[src/rtl/assert_macros.svh]
// Assertion helpers shared by the RTL files.
// Both macros clock on clk_i; the first one also masks checks while in reset.
`ifndef ASSERT_MACROS_SVH
`define ASSERT_MACROS_SVH

// Checked only while rst_ni is high.
`define ASSERT_RUN(lbl, prop, msg) \
  lbl: assert property (@(posedge clk_i) disable iff (!rst_ni) prop) else $error(msg);

// Checked on every edge, during reset too.
`define ASSERT_ALWAYS(lbl, prop, msg) \
  lbl: assert property (@(posedge clk_i) prop) else $error(msg);

`endif

[src/rtl/crc16fr_pkg.sv]
`timescale 1ns / 1ps

package crc16fr_pkg;

  // Frame length in bytes, including the two trailing CRC bytes.
  localparam int unsigned FrameLen = 25;
  localparam int unsigned CountW   = 5;
  localparam int unsigned OffsetW  = 5;
  localparam int unsigned PaddrW   = 3;

  localparam logic [CountW-1:0] DataLen  = CountW'(FrameLen - 2);
  localparam logic [CountW-1:0] LastPos  = CountW'(FrameLen - 1);

  localparam logic [15:0] CrcPoly = 16'hA001;
  localparam logic [15:0] CrcInit = 16'hFFFF;

  localparam logic [OffsetW-1:0] OffsetReset = OffsetW'(13);

  // Register byte addresses.
  localparam logic [PaddrW-1:0] AddrValueOffset = '0;

  typedef enum logic {
    CmdData  = 1'b0,
    CmdAbort = 1'b1
  } cmd_e;

  typedef enum logic [1:0] {
    StOk      = 2'd0,
    StCrcErr  = 2'd1,
    StDiscard = 2'd2
  } status_e;

  typedef struct packed {
    cmd_e       cmd;
    logic [7:0] rx_byte;
  } in_word_t;

  typedef struct packed {
    logic signed [15:0] value;
    status_e            status;
  } out_word_t;

endpackage

[src/rtl/crc16_frame_value_receiver.sv]
`timescale 1ns / 1ps
// CRC-16/MODBUS frame receiver with value capture.
// Input channel (in_valid_i / in_stall_o / in_word_i): one word per frame byte,
// or an abort word. A frame is FrameLen bytes; the CRC (poly 0xA001, init
// 0xFFFF) covers all but the last two bytes, which carry the CRC high byte
// first. A little-endian signed 16-bit value is picked from the byte offset
// held in the value_offset register (APB address 0, reset 13).
// Output channel (out_valid_o / out_stall_i / out_word_o): one word per frame
// end (status ok or CRC error) and one per abort (status discarded).
// The result of the last byte or the abort is registered in out_word_q, or in
// the skid register while the output stalls. One input word is accepted
// every cycle while in_stall_o is low; the whole byte update is one registered
// pass of an eight-step bit-wise CRC shift on the running CRC register.
// When the output stalls, one further result is parked in a skid register;
// in_stall_o rises only while that skid register is full.
// Reset clears the frame state (CRC to 0xFFFF, byte count to zero), empties
// both output registers and loads value_offset with 13.
// value_offset may only be written while no frame is in progress.
module crc16_frame_value_receiver
  import crc16fr_pkg::*;
(
  input  logic              clk_i,
  input  logic              rst_ni,
  input  logic              in_valid_i,
  output logic              in_stall_o,
  input  in_word_t          in_word_i,
  output logic              out_valid_o,
  input  logic              out_stall_i,
  output out_word_t         out_word_o,
  input  logic              psel,
  input  logic              penable,
  input  logic              pwrite,
  input  logic [PaddrW-1:0] paddr,
  input  logic [31:0]       pwdata,
  output logic [31:0]       prdata,
  output logic              pready
);

`include "assert_macros.svh"

  function automatic logic [15:0] crc_byte(input logic [15:0] crc_in,
                                           input logic [7:0]  data);
    logic [15:0] crc;
    crc = crc_in ^ {8'h00, data};
    for (int k = 0; k < 8; k++) begin
      crc = crc[0] ? ((crc >> 1) ^ CrcPoly) : (crc >> 1);
    end
    return crc;
  endfunction

  // Configuration register.
  logic [OffsetW-1:0] value_offset_q;
  logic               cfg_wr;

  assign pready = 1'b1;
  assign cfg_wr = psel && penable && pwrite && (paddr == AddrValueOffset);

  always_ff @(posedge clk_i or negedge rst_ni) begin
    if (!rst_ni) begin
      value_offset_q <= OffsetReset;
    end else if (cfg_wr) begin
      value_offset_q <= pwdata[OffsetW-1:0];
    end
  end

  assign prdata = (paddr == AddrValueOffset) ? {{(32-OffsetW){1'b0}}, value_offset_q} : '0;

  // Frame state.
  logic [15:0]       running_crc_q, running_crc_d;
  logic [CountW-1:0] byte_count_q, byte_count_d;
  logic [15:0]       captured_q, captured_d;
  logic [7:0]        crc_high_q, crc_high_d;

  logic      in_acc;
  logic      res_valid;
  out_word_t res_word;

  assign in_acc = in_valid_i && !in_stall_o;

  // Position compares are one bit wider so that offset + 1 never wraps.
  logic [CountW:0] pos_ext, off_ext, off_next;
  assign pos_ext  = {1'b0, byte_count_q};
  assign off_ext  = {1'b0, value_offset_q};
  assign off_next = off_ext + 1'b1;

  always_comb begin
    running_crc_d = running_crc_q;
    byte_count_d  = byte_count_q;
    captured_d    = captured_q;
    crc_high_d    = crc_high_q;
    res_valid     = 1'b0;
    res_word      = '{value: '0, status: StOk};

    if (in_acc) begin
      if (in_word_i.cmd == CmdAbort) begin
        running_crc_d = CrcInit;
        byte_count_d  = '0;
        res_valid     = 1'b1;
        res_word      = '{value: '0, status: StDiscard};
      end else begin
        // The value is cleared at the start of each frame, then its bytes
        // are picked up wherever they fall, CRC bytes included.
        if (byte_count_q == '0) begin
          captured_d = '0;
        end
        if (pos_ext == off_ext) begin
          captured_d[7:0] = in_word_i.rx_byte;
        end
        if (pos_ext == off_next) begin
          captured_d[15:8] = in_word_i.rx_byte;
        end

        byte_count_d = byte_count_q + 1'b1;
        if (byte_count_q < DataLen) begin
          running_crc_d = crc_byte(running_crc_q, in_word_i.rx_byte);
        end else if (byte_count_q == DataLen) begin
          crc_high_d = in_word_i.rx_byte;
        end else begin
          running_crc_d = CrcInit;
          byte_count_d  = '0;
          res_valid     = 1'b1;
          if ({crc_high_q, in_word_i.rx_byte} == running_crc_q) begin
            res_word = '{value: captured_d, status: StOk};
          end else begin
            res_word = '{value: '0, status: StCrcErr};
          end
        end
      end
    end
  end

  always_ff @(posedge clk_i or negedge rst_ni) begin
    if (!rst_ni) begin
      running_crc_q <= CrcInit;
      byte_count_q  <= '0;
      captured_q    <= '0;
      crc_high_q    <= '0;
    end else begin
      running_crc_q <= running_crc_d;
      byte_count_q  <= byte_count_d;
      captured_q    <= captured_d;
      crc_high_q    <= crc_high_d;
    end
  end

  // Output register plus skid register.
  logic      out_valid_q, out_valid_d;
  logic      skid_valid_q, skid_valid_d;
  out_word_t out_word_q, out_word_d;
  out_word_t skid_word_q, skid_word_d;
  logic      out_free;

  assign out_free = !out_valid_q || !out_stall_i;

  always_comb begin
    out_valid_d  = out_valid_q;
    out_word_d   = out_word_q;
    skid_valid_d = skid_valid_q;
    skid_word_d  = skid_word_q;
    if (out_free) begin
      // No input is taken while the skid register is full.
      out_valid_d  = skid_valid_q || res_valid;
      out_word_d   = skid_valid_q ? skid_word_q : res_word;
      skid_valid_d = 1'b0;
    end else if (res_valid) begin
      skid_valid_d = 1'b1;
      skid_word_d  = res_word;
    end
  end

  always_ff @(posedge clk_i or negedge rst_ni) begin
    if (!rst_ni) begin
      out_valid_q  <= 1'b0;
      skid_valid_q <= 1'b0;
    end else begin
      out_valid_q  <= out_valid_d;
      skid_valid_q <= skid_valid_d;
    end
  end

  always_ff @(posedge clk_i) begin
    out_word_q  <= out_word_d;
    skid_word_q <= skid_word_d;
  end

  assign in_stall_o  = skid_valid_q;
  assign out_valid_o = out_valid_q;
  assign out_word_o  = out_word_q;

  `ASSERT_ALWAYS(a_skid_behind_out, skid_valid_q |-> out_valid_q, "skid full while output empty")
  `ASSERT_RUN(a_count_range, byte_count_q <= LastPos, "byte count past frame end")
  `ASSERT_RUN(a_result_shows, (in_acc && res_valid) |=> out_valid_q, "result was dropped")
  `ASSERT_RUN(a_abort_restart, (in_acc && in_word_i.cmd == CmdAbort) |=> (byte_count_q == '0 && running_crc_q == CrcInit), "abort did not restart the frame")

endmodule

[config.mk]
export PLATFORM = sky130hd
export DESIGN_NAME = crc16_frame_value_receiver
export DESIGN_NICKNAME = d
export VERILOG_FILES = /design/src/rtl/crc16fr_pkg.sv /design/src/rtl/crc16_frame_value_receiver.sv
export VERILOG_INCLUDE_DIRS = /design/src /design/src/rtl
export SDC_FILE = /design/constraint.sdc
export NUM_CORES = 1
export LEC_CHECK = 0
export ABC_CLOCK_PERIOD_IN_PS = 2500
export BUFFER_PORTS_ARGS = -buffer_cell sky130_fd_sc_hd__buf_2
export CAP_MARGIN = 40
export CORE_UTILIZATION = 31
export DETAILED_ROUTE_END_ITERATION = 12
export GPL_TIMING_DRIVEN = 1
export RECOVER_POWER = 25
export SLEW_MARGIN = 40
export SYNTH_ARGS = -nofsm -noshare
export SYNTH_HDL_FRONTEND = slang
export SYNTH_SLANG_ARGS = --single-unit
[constraint.sdc]
create_clock -name clk_i -period 2.5 [get_ports clk_i]
set_input_delay 0.125 -clock clk_i [delete_from_list [all_inputs] [get_ports clk_i]]
set_output_delay 0.125 -clock clk_i [all_outputs]
set_load 0.02 [all_outputs]
==> results of run 1 <==
## power groups by stage
stage	registers (mW)	clock network (mW)	logic (mW)
2_1_floorplan	2.01	0	1.07
4_1_cts	1.99	1.42	1.41
3_5_place_dp	2.02	0	1.41
6_report	1.99	1.39	1.40
5_1_grt	2.02	1.46	1.54
3_3_place_gp	2.00	0	1.35
## placed cells by master (no fill, tap or decap), types with 11 or more instances in the layout
master    Yosys  layout
xnor2_1      23      23
buf_2         9      28
nor2b_1      12      11
edfxtp_1     36      36
nor2_1       21      21
o21ai_0      12      12
conb_1        2      28
buf_4        29      18
clkbuf_1     16      21
dfrtp_1      33      33
a21oi_1      16      16
nand3_1      27      27
mux2_2       13      13
nand2_1      37      37
dfstp_2      19      19
nand4_1      18      18
## registers in the layout, summed over array words and instances (netlist names)
name and count:
captured_q 16, crc_high_q 8, skid_word_q 18, out_valid_o 1, running_crc_q 16, in_stall_o 1, byte_count_q 5, value_offset_q 5
out_word_o 18
## metal layers
metal	share of wire	global-route usage
met1	0.44	0.1673
met2	0.50	0.2366
met3	0.051	0.02634
met4	0.015	0.06308
met5	0.00076	0
## metrics by stage
stage                     power, mW  hold slack (ns)    util  worst slack, ns
after global placement        3.352           0.1897  0.3496           0.2383
after CTS                     4.819          0.01721  0.3712           0.1203
after global routing          5.021          0.02804  0.3697          0.05462
after floorplan               3.072          -0.1706       -           0.2245
final                         4.785          0.02353  0.3697           0.2418
after detailed placement      3.421           0.1979  0.3496           0.1394
## worst paths after layout
check | depth (start not counted) | endpoint | startpoint | slack, ns
min | 2 | value_offset_q[0]$_DFFE_PN1P_ | pwdata[0] | 0.02
max | 7 | skid_word_q[11]$_DFFE_PP_ | value_offset_q[1]$_DFFE_PN0P_ | 0.24
min in group asynchronous | 2 | byte_count_q[0]$_DFFE_PN0P_ | rst_ni | 0.71
max reg2reg | 7 | skid_word_q[11]$_DFFE_PP_ | value_offset_q[1]$_DFFE_PN0P_ | 0.24
max in group asynchronous | 2 | captured_q[3]$_DFFE_PN0P_ | rst_ni | 0.87
min reg2reg | 2 | captured_q[14]$_DFFE_PN0P_ | captured_q[14]$_DFFE_PN0P_ | 0.49
## worst max-delay path, delay by kind of cell, from the launching register on
family	cells	cell delay, ns
AOI/OAI and AO/OA	5	1.09
DFF	1	0.43
adders and majority gates	1	0.26
buffers and inverters	1	0.22
## what timing repair did
item	CTS	global route
endpoints found under the setup margin	0	1
resized for setup	0	1
hold buffers	1	0
endpoints found under the hold margin	22	0
## layout make-up
type	count	area, µm²
Fill cell	1471	9299
Sequential cell	88	2406
Multi-Input combinational cell	316	2096
Timing Repair Buffer	69	400.4
Clock buffer	11	254.0
Tap cell	184	230.2
Clock inverter	5	53.80
Inverter	4	15.01
## cell families after synthesis
| family | Yosys count | synth area share |
|---|---|---|
| buffers and inverters | 62 | 0.07646 |
| XOR/XNOR | 33 | 0.06805 |
| AO/OA/AOI/OAI | 77 | 0.1109 |
| AND/OR/NAND/NOR | 150 | 0.1718 |
| flip-flops | 88 | 0.5053 |
| multiplexers | 21 | 0.04756 |
| other | 2 | 0.001577 |
| adder cells (fa/ha/maj) | 7 | 0.01839 |
==> summary.txt, run 1 <==
Floorplan
  – Die width: 125.9 µm
  – Die area: 15,860 µm²
  – Core Footprint: 14,750 µm²
  – Num rows: 44
  – IO Count: 104
  – Initial core utilization: 0.3228
  – Die Y-Extent: 125.9 µm

Power
  – Clk pwr share: 0.291
  – Power per Cell Area: 877.1 nW/µm²
  – Worst IR Drop VDD: 347.1 µV
  – Psw: 1.507 mW
  – Combinational power share: 0.293
  – Switching part of the total power: 0.3149
  – Pint: 3.278 mW
  – Register share of total power: 0.416
  – Leak Pwr: 2.262 nW

Synth
  – Top-count cell post-synth: nand2_1
  – Syn Area/Cell: 10.82 µm²
  – Yosys cell types: 53
  – Yosys warns: 0
  – Sequential fraction of the synthesis area: 0.5053
  – Ys flop type: edfxtp_1
  – Number of enable flip-flop cells after synthesis: 36
  – Syn Inst Count: 440
  – Synth area leaders: edfxtp_1 23%, dfrtp_1 17%, dfstp_2 10%
  – Area fraction of the dominant cell type after synthesis: 0.2270
  – Post-synthesis cell area: 4762 µm²
  – Cell taking the most area after synthesis: edfxtp_1
  – Async S/R FF share, synth: 0.5909
  – Synthesized flop and latch total: 88
  – Ranking of synthesized cells by instance count: 37 x nand2_1, 36 x edfxtp_1, 33 x dfrtp_1, 29 x buf_4, 27 x nand3_1

Worst setup path
  – Worst path required time: 2.58 ns
  – Critical Path Max Stage Delay: 0.43 ns
  – CP arrival: 2.34 ns
  – CP max stage cell: dfrtp_1
  – Max FO, Critical Path: 16
  – CP endpoint kind: flop
  – Crit Path Class: flop to flop
  – Crit-path cells: ha_1, o21ba_2, a221oi_1, o211ai_1, buf_4, o21ai_0, a21oi_1
  – Startpoint types: flop

Placed design
  – Placed insts: 660
  – GP Congestion: 0.7905
  – Placement Cell Area: 5159 µm²
  – Count of input and output buffers: 48
  – Final HPWL DP: 7.543 mm

Global route
  – Largest net degree at the start of global routing: 28
  – GRT overflow: 0
  – All-Layer GR Usage: 0.1379
  – Antenna violations before repair: 1
  – First-pass GRT wire length: 17.08 mm
  – Vias in the first global route: 3,404

Finish
  – Fin nets: 546
  – Post-route insts no fill: 677
  – Layout cells sized above 1: 0.2110
  – Antenna diode count: 0
  – Post-route design area: 5455 µm²
  – P&R area growth vs syn: 14.56%

STA
  – Setup TNS: 0 ns
  – Final worst path period share: 0.9033
  – Finish-stage setup viols: 0
  – Max-slew violations: 26
  – Slew HR: -0.04921
  – Final hold violation count: 0
  – Fmax: 442.8 MHz
  – Minimum clock period after layout: 2.258 ns
  – RSZ-0062 raised after global routing: false
  – Worst-margin pin slew: 1.574 ns
  – Clk_skew: 0.007248 ns

Drt
  – Routed vias/inst: 4.994
  – Drt first-iter violations: 219
  – 1st-pass router iterations: 4
  – DRT Wirelength: 10.55 mm
  – Drt drc: 0
  – Drt wl/cell: 15.58 µm
  – Antenna-violating nets left: 0
  – Vias: 3,381

CTS
  – Sink Count: 88
  – CTS tree: yes
  – Maximum clock path buffer count: 2
  – Post-CTS Setup Bufs: 0
  – Root buf cell: clkbuf_16
  – H-tree Lvls: 3
  – CTS Buf Count: 9
  – Clk_lat worst skew: 0.34 ns
  – Clock Pin Slew Worst Setup and Hold Paths: 0.06 ns

Run status
  – Status: complete, but fails checks
  – Failing checks: max-capacitance violations, max-slew violations

Min path
  – Hold Path Class: input port to flop

Run
  – Max cap viols: 1
(Power assumes the default switching activity.)
==> run 2, diff against run 1 <==
REMOVE_ABC_BUFFERS = 1   (was default)
==> run 2 against run 1 <==
Net effect:
- the flow now finishes without violations
- clock skew is essentially flat
- highest routed layer is now met4
- sequential cell count is the same
- sequential power is essentially flat
- combinational power is essentially flat
- clock power is essentially flat
- count of clock-buffer cells in the layout shrank 1
- utilization shrank 0.085 points
- worst hold slack lost 0.0063 ns
- total power shrank 0.35%
- wire length shrank 0.30%
- cell count grew 0.15%
- critical path depth shrank 1
==> summary.txt, run 2 (synthesis gave the netlist of run 1 again) <==
Global route
  – First-pass GRT wire length: 17.12 mm
  – GRT overflow: 0
  – Antenna violations before repair: 0
  – Largest net degree at the start of global routing: 42
  – Vias in the first global route: 3,272
  – All-Layer GR Usage: 0.1402

STA
  – Clk_skew: 0.007524 ns
  – Max-slew violations: 0
  – Final hold violation count: 0
  – Finish-stage setup viols: 0
  – RSZ-0062 raised after global routing: false
  – Slew HR: 0.2748
  – Worst-margin pin slew: 1.088 ns
  – Minimum clock period after layout: 2.301 ns
  – Final worst path period share: 0.9203
  – Fmax: 434.7 MHz

CTS
  – H-tree Lvls: 3
  – CTS tree: yes
  – Root buf cell: clkbuf_16
  – Post-CTS sizing: 0
  – CTS Buf Count: 9
  – Clk_lat worst skew: 0.35 ns
  – Maximum clock path buffer count: 2
  – Sink Count: 88
  – Clock Pin Slew Worst Setup and Hold Paths: 0.06 ns

Power
  – Leak Pwr: 2.302 nW
  – Combinational power share: 0.292
  – Pint: 3.234 mW
  – Psw: 1.534 mW
  – Power per Cell Area: 876.1 nW/µm²
  – Worst IR Drop VDD: 442.2 µV
  – Clk pwr share: 0.289
  – Register share of total power: 0.419
  – Switching part of the total power: 0.3217
  – Total power: 4.768 mW

Worst setup path
  – CP max stage cell: dfstp_2
  – Crit-path cells: xnor2_1, ha_1, xor2_1, xnor3_1, xnor3_1, o22a_1
  – Crit Path Class: flop to flop
  – Worst R2R Path Depth: 6
  – CP arrival: 2.57 ns
  – CP endpoint kind: flop
  – RR Startpoint: running_crc_q[0]$_DFFE_PN1P_
  – Startpoint types: flop
  – Setup slack, reg-to-reg: 0.20 ns
  – Worst path required time: 2.77 ns
  – Critical Path Max Stage Delay: 0.54 ns
  – Max FO, Critical Path: 3
  – Critical Path Most Common Cell: xnor3_1
  – Worst r2r dst: running_crc_q[0]$_DFFE_PN1P_

Min path
  – Worst-case hold path end point: value_offset_q[1]$_DFFE_PN0P_
  – Worst Hold Launch: pwdata[1]
  – Hold Path Cell Cnt: 2
  – Hold Path Class: input port to flop

Drt
  – Routed vias/inst: 4.947
  – Drt wl/cell: 15.51 µm
  – Drt drc: 0
  – DRT Wirelength: 10.52 mm
  – 1st-pass router iterations: 4
  – Antenna-violating nets left: 0
  – Vias: 3,354
  – Drt first-iter violations: 253

Finish
  – Commonest non-fill, non-tap cell in the layout: buf_2
  – # fillers: 1,472
  – Antenna diode count: 0
  – P&R area growth vs syn: 14.29%
  – Footprint of the multi-input gates: 2093 µm²
  – Sequential cell area: 2406 µm²
  – Fin util: 0.3689
  – Fin nets: 547
  – Layout cells sized above 1: 0.2409
  – Post-route insts no fill: 678
  – Most frequent cells in the layout: 44 x buf_2, 37 x nand2_1, 36 x edfxtp_1

Floorplan
  – Initial core utilization: 0.3228
  – IO Count: 104
  – Die width: 125.9 µm
  – Die area: 15,860 µm²
  – Num rows: 44
  – Die Y-Extent: 125.9 µm
  – Core Footprint: 14,750 µm²

Run
  – Max cap viols: 0

Placed design
  – Count of input and output buffers: 48
  – GP Congestion: 0.8237
  – Placed insts: 661
  – Final HPWL DP: 7.351 mm

Run status
  – Status: finished, final reports clean
## run 2: routing by layer
layer,track usage,part of all wire,wire (µm),up-vias
met5,0,0,0,-
met4,0.07158,0.026,277,0
met3,0.02549,0.049,520,17
met2,0.2168,0.47,4897,106
met1,0.1882,0.46,4820,1614
li1,-,-,-,1617
## run 2: layout make-up
type,count,area share
Clock inverter,6,0.01333
Timing Repair Buffer,70,0.07287
Tap cell,184,0.04230
Inverter,4,0.002759
Sequential cell,88,0.4421
Multi-Input combinational cell,316,0.3846
Clock buffer,10,0.04207
## run 2: timing repair
item                      4_1_cts  5_1_grt
hold endpoints to repair       33        0
hold buffers                    1        0
buffers inserted                0        0
## run 2: worst max-delay path, delay by kind of cell (launching register included)
kind,cells,cell delay [ns]
xor gates and xnor gates,4,1.18
DFF,1,0.54
AOI/OAI and AO/OA,1,0.18
adders and majority gates,1,0.34
## run 2: worst max path at each step
stage / startpoint / to
final: running_crc_q[0]$_DFFE_PN1P_ / running_crc_q[0]$_DFFE_PN1P_
after detailed placement: running_crc_q[0]$_DFFE_PN1P_ / running_crc_q[0]$_DFFE_PN1P_
after global placement: running_crc_q[0]$_DFFE_PN1P_ / out_word_o[3]$_DFFE_PN_
after global routing: running_crc_q[0]$_DFFE_PN1P_ / skid_word_q[12]$_DFFE_PP_
after floorplan: byte_count_q[0]$_DFFE_PN0P_ / skid_word_q[0]$_DFFE_PP_
after CTS: running_crc_q[0]$_DFFE_PN1P_ / out_word_o[3]$_DFFE_PN_
## run 2: power groups by stage
stage	Clock (mW)	Sequential, mW	Combinational [mW]
2_1_floorplan	0	2.02	0.978
3_3_place_gp	0	2.01	1.35
3_5_place_dp	0	2.03	1.39
4_1_cts	1.42	2.00	1.41
5_1_grt	1.47	2.03	1.54
6_report	1.38	2.00	1.39
## run 2: stage by stage
| stage | area, µm² | setup slack (ns) | hold slack [ns] | setup TNS, ns |
|---|---|---|---|---|
| after CTS | 5453 | 0.1636 | 0.007482 | 0 |
| after detailed placement | 5141 | 0.1842 | 0.1573 | 0 |
| after global placement | 5139 | 0.2361 | 0.3419 | 0 |
| final | 5443 | 0.1993 | 0.01722 | 0 |
| after floorplan | 4511 | -0.1074 | -0.1706 | -1.933 |
| after global routing | 5443 | 0.001832 | 0.02074 | 0 |
==> run 3, diff against run 2 <==
CTS_BUF_LIST = sky130_fd_sc_hd__clkbuf_8   (was default)
==> run 3 against run 2 <==
Net effect:
- combinational power is essentially flat
- via count grew 0.51%
- global-route usage grew 0.13 points
- wire length grew 0.16%
- critical path depth is the same
- highest routed layer unchanged
- total power shrank 7.2%
- first-iteration DRC count grew 0.79%
- worst hold slack gained 0.023 ns
- cell area shrank 0.76%
- sequential cell count is the same
- clock power shrank 25%
- count of clock-buffer cells in the layout shrank 1
==> summary.txt, run 3 (synthesis gave the netlist of run 1 again) <==
Run status
  – Status: finished, final reports clean

Drt
  – Drt wl/cell: 15.42 µm
  – Vias: 3,371
  – Routed vias/inst: 4.936
  – Drt drc: 0
  – DRT Wirelength: 10.53 mm
  – Drt first-iter violations: 255
  – Antenna-violating nets left: 0
  – 1st-pass router iterations: 4

Power
  – Power per Cell Area: 819.4 nW/µm²
  – Switching part of the total power: 0.3398
  – Combinational power share: 0.317
  – Clk pwr share: 0.233
  – Register share of total power: 0.450
  – Psw: 1.504 mW
  – Worst IR Drop VDD: 356.4 µV
  – Leak Pwr: 2.292 nW
  – Pint: 2.922 mW

STA
  – Final worst path period share: 0.9225
  – Minimum clock period after layout: 2.306 ns
  – Setup TNS: 0 ns
  – Max-slew violations: 0
  – Fin Hold WS: 0.04053 ns
  – Fmax: 433.6 MHz
  – Final hold violation count: 0
  – Finish-stage setup viols: 0
  – RSZ-0062 raised after global routing: false
  – Worst-margin pin slew: 1.076 ns
  – Clk_skew: 0.01334 ns
  – Slew HR: 0.2824

Floorplan
  – Die area: 15,860 µm²
  – Die Y-Extent: 125.9 µm
  – Num rows: 44
  – IO Count: 104
  – Core Footprint: 14,750 µm²
  – Die width: 125.9 µm
  – Initial core utilization: 0.3228

CTS
  – CTS Buf Count: 9
  – Root buf cell: clkbuf_8
  – Sink Count: 88
  – Post-CTS Setup Bufs: 0
  – H-tree Lvls: 3
  – CTS tree: yes
  – Clock Pin Slew Worst Setup and Hold Paths: 0.09 ns
  – Clk_lat worst skew: 0.38 ns
  – Maximum clock path buffer count: 2

Worst setup path
  – Worst R2R Path Depth: 6
  – Worst r2r dst: running_crc_q[0]$_DFFE_PN1P_
  – Critical Path Max Stage Delay: 0.55 ns
  – Setup crit start: running_crc_q[0]$_DFFE_PN1P_
  – Crit Path Class: flop to flop
  – Worst path required time: 2.81 ns
  – CP endpoint kind: flop
  – End point of the critical path: running_crc_q[0]$_DFFE_PN1P_
  – Max FO, Critical Path: 3
  – Setup slack, reg-to-reg: 0.19 ns
  – CP arrival: 2.62 ns
  – RR Startpoint: running_crc_q[0]$_DFFE_PN1P_
  – Crit-path cells: xnor2_1, ha_1, xor2_1, xnor3_1, xnor3_1, o22a_1
  – CP max stage cell: dfstp_2
  – Startpoint types: flop
  – Critical Path Most Common Cell: xnor3_1

Global route
  – All-Layer GR Usage: 0.1415
  – GRT overflow: 0
  – Vias in the first global route: 3,298
  – Antenna violations before repair: 0
  – First-pass GRT wire length: 17.24 mm
  – Largest net degree at the start of global routing: 42

Finish
  – Antenna diode count: 0
  – Commonest non-fill, non-tap cell in the layout: buf_2
  – Most frequent cells in the layout: 47 x buf_2, 37 x nand2_1, 36 x edfxtp_1
  – Fin util: 0.3661
  – Layout cells sized above 1: 0.2465
  – P&R area growth vs syn: 13.43%
  – Fin nets: 552
  – Post-route design area: 5401 µm²

Min path
  – Hold Path Cell Cnt: 3
  – Hold Path Class: input port to flop

Placed design
  – Placement Cell Area: 5141 µm²
  – Final HPWL DP: 7.351 mm
  – GP Congestion: 0.8237
  – Count of input and output buffers: 48

Run
  – Max cap viols: 0
## run 3: cell count changes in the layout (fill, tap and decap cells not counted)
cell	previous run	this run
buf_2	44	47
clkbuf_1	6	2
clkbuf_16	9	0
clkbuf_8	0	9
dlygate4sd3_1	1	6
inv_1	4	5
nor4_1	1	0
nor4_2	0	1
## run 3: worst min-delay path by stage
stage | from | to
2_1_floorplan | rst_ni | byte_count_q[0]$_DFFE_PN0P_
3_3_place_gp | rst_ni | crc_high_q[1]$_DFFE_PN0P_
3_5_place_dp | rst_ni | crc_high_q[1]$_DFFE_PN0P_
4_1_cts | in_valid_i | out_valid_o$_DFFE_PN0N_
5_1_grt | in_valid_i | out_valid_o$_DFFE_PN0N_
6_report | in_valid_i | out_valid_o$_DFFE_PN0N_
## run 3: per-layer routing
metal / up-vias / global-route usage / wire [µm]
li1: 1626 / - / -
met1: 1619 / 0.1884 / 4782
met2: 108 / 0.2190 / 4992
met3: 18 / 0.02549 / 499
met4: 0 / 0.07583 / 259
met5: - / 0 / 0
## run 3: layout make-up
type | count | area (µm²)
clock buffers | 9 | 123.9
inverters | 4 | 15.01
well taps | 184 | 230.2
clock inverters | 7 | 76.32
flip-flops and latches | 88 | 2406
multi-input cells | 316 | 2100
fillers | 1485 | 9353
repair buffers | 75 | 450.4
## run 3: critical path: cells and delay by family, from the launching register on
kind | cells | cell delay [ns]
AOI/OAI and AO/OA | 1 | 0.18
DFF | 1 | 0.55
xor gates and xnor gates | 4 | 1.18
adders and majority gates | 1 | 0.34
## run 3: what timing repair did
item,4_1_cts,5_1_grt
endpoints found under the hold margin,38,0
endpoints found under the setup margin,0,1
hold buffers,6,0
resized for setup,0,1
## run 3: metrics by stage
step	instances	total power, mW	setup WS (ns)
6_report	683	4.426	0.1937
5_1_grt	683	4.690	0.009808
4_1_cts	683	4.474	0.1507
3_5_place_dp	661	3.418	0.1842
3_3_place_gp	661	3.354	0.2361
2_1_floorplan	408	2.994	-0.1074
## run 3: power groups by stage
stage / combinational, mW / sequential, mW / clock [mW]
after floorplan: 0.978 / 2.02 / 0
after global placement: 1.35 / 2.01 / 0
after detailed placement: 1.39 / 2.03 / 0
after CTS: 1.41 / 1.99 / 1.07
after global routing: 1.55 / 2.02 / 1.12
final: 1.40 / 1.99 / 1.03
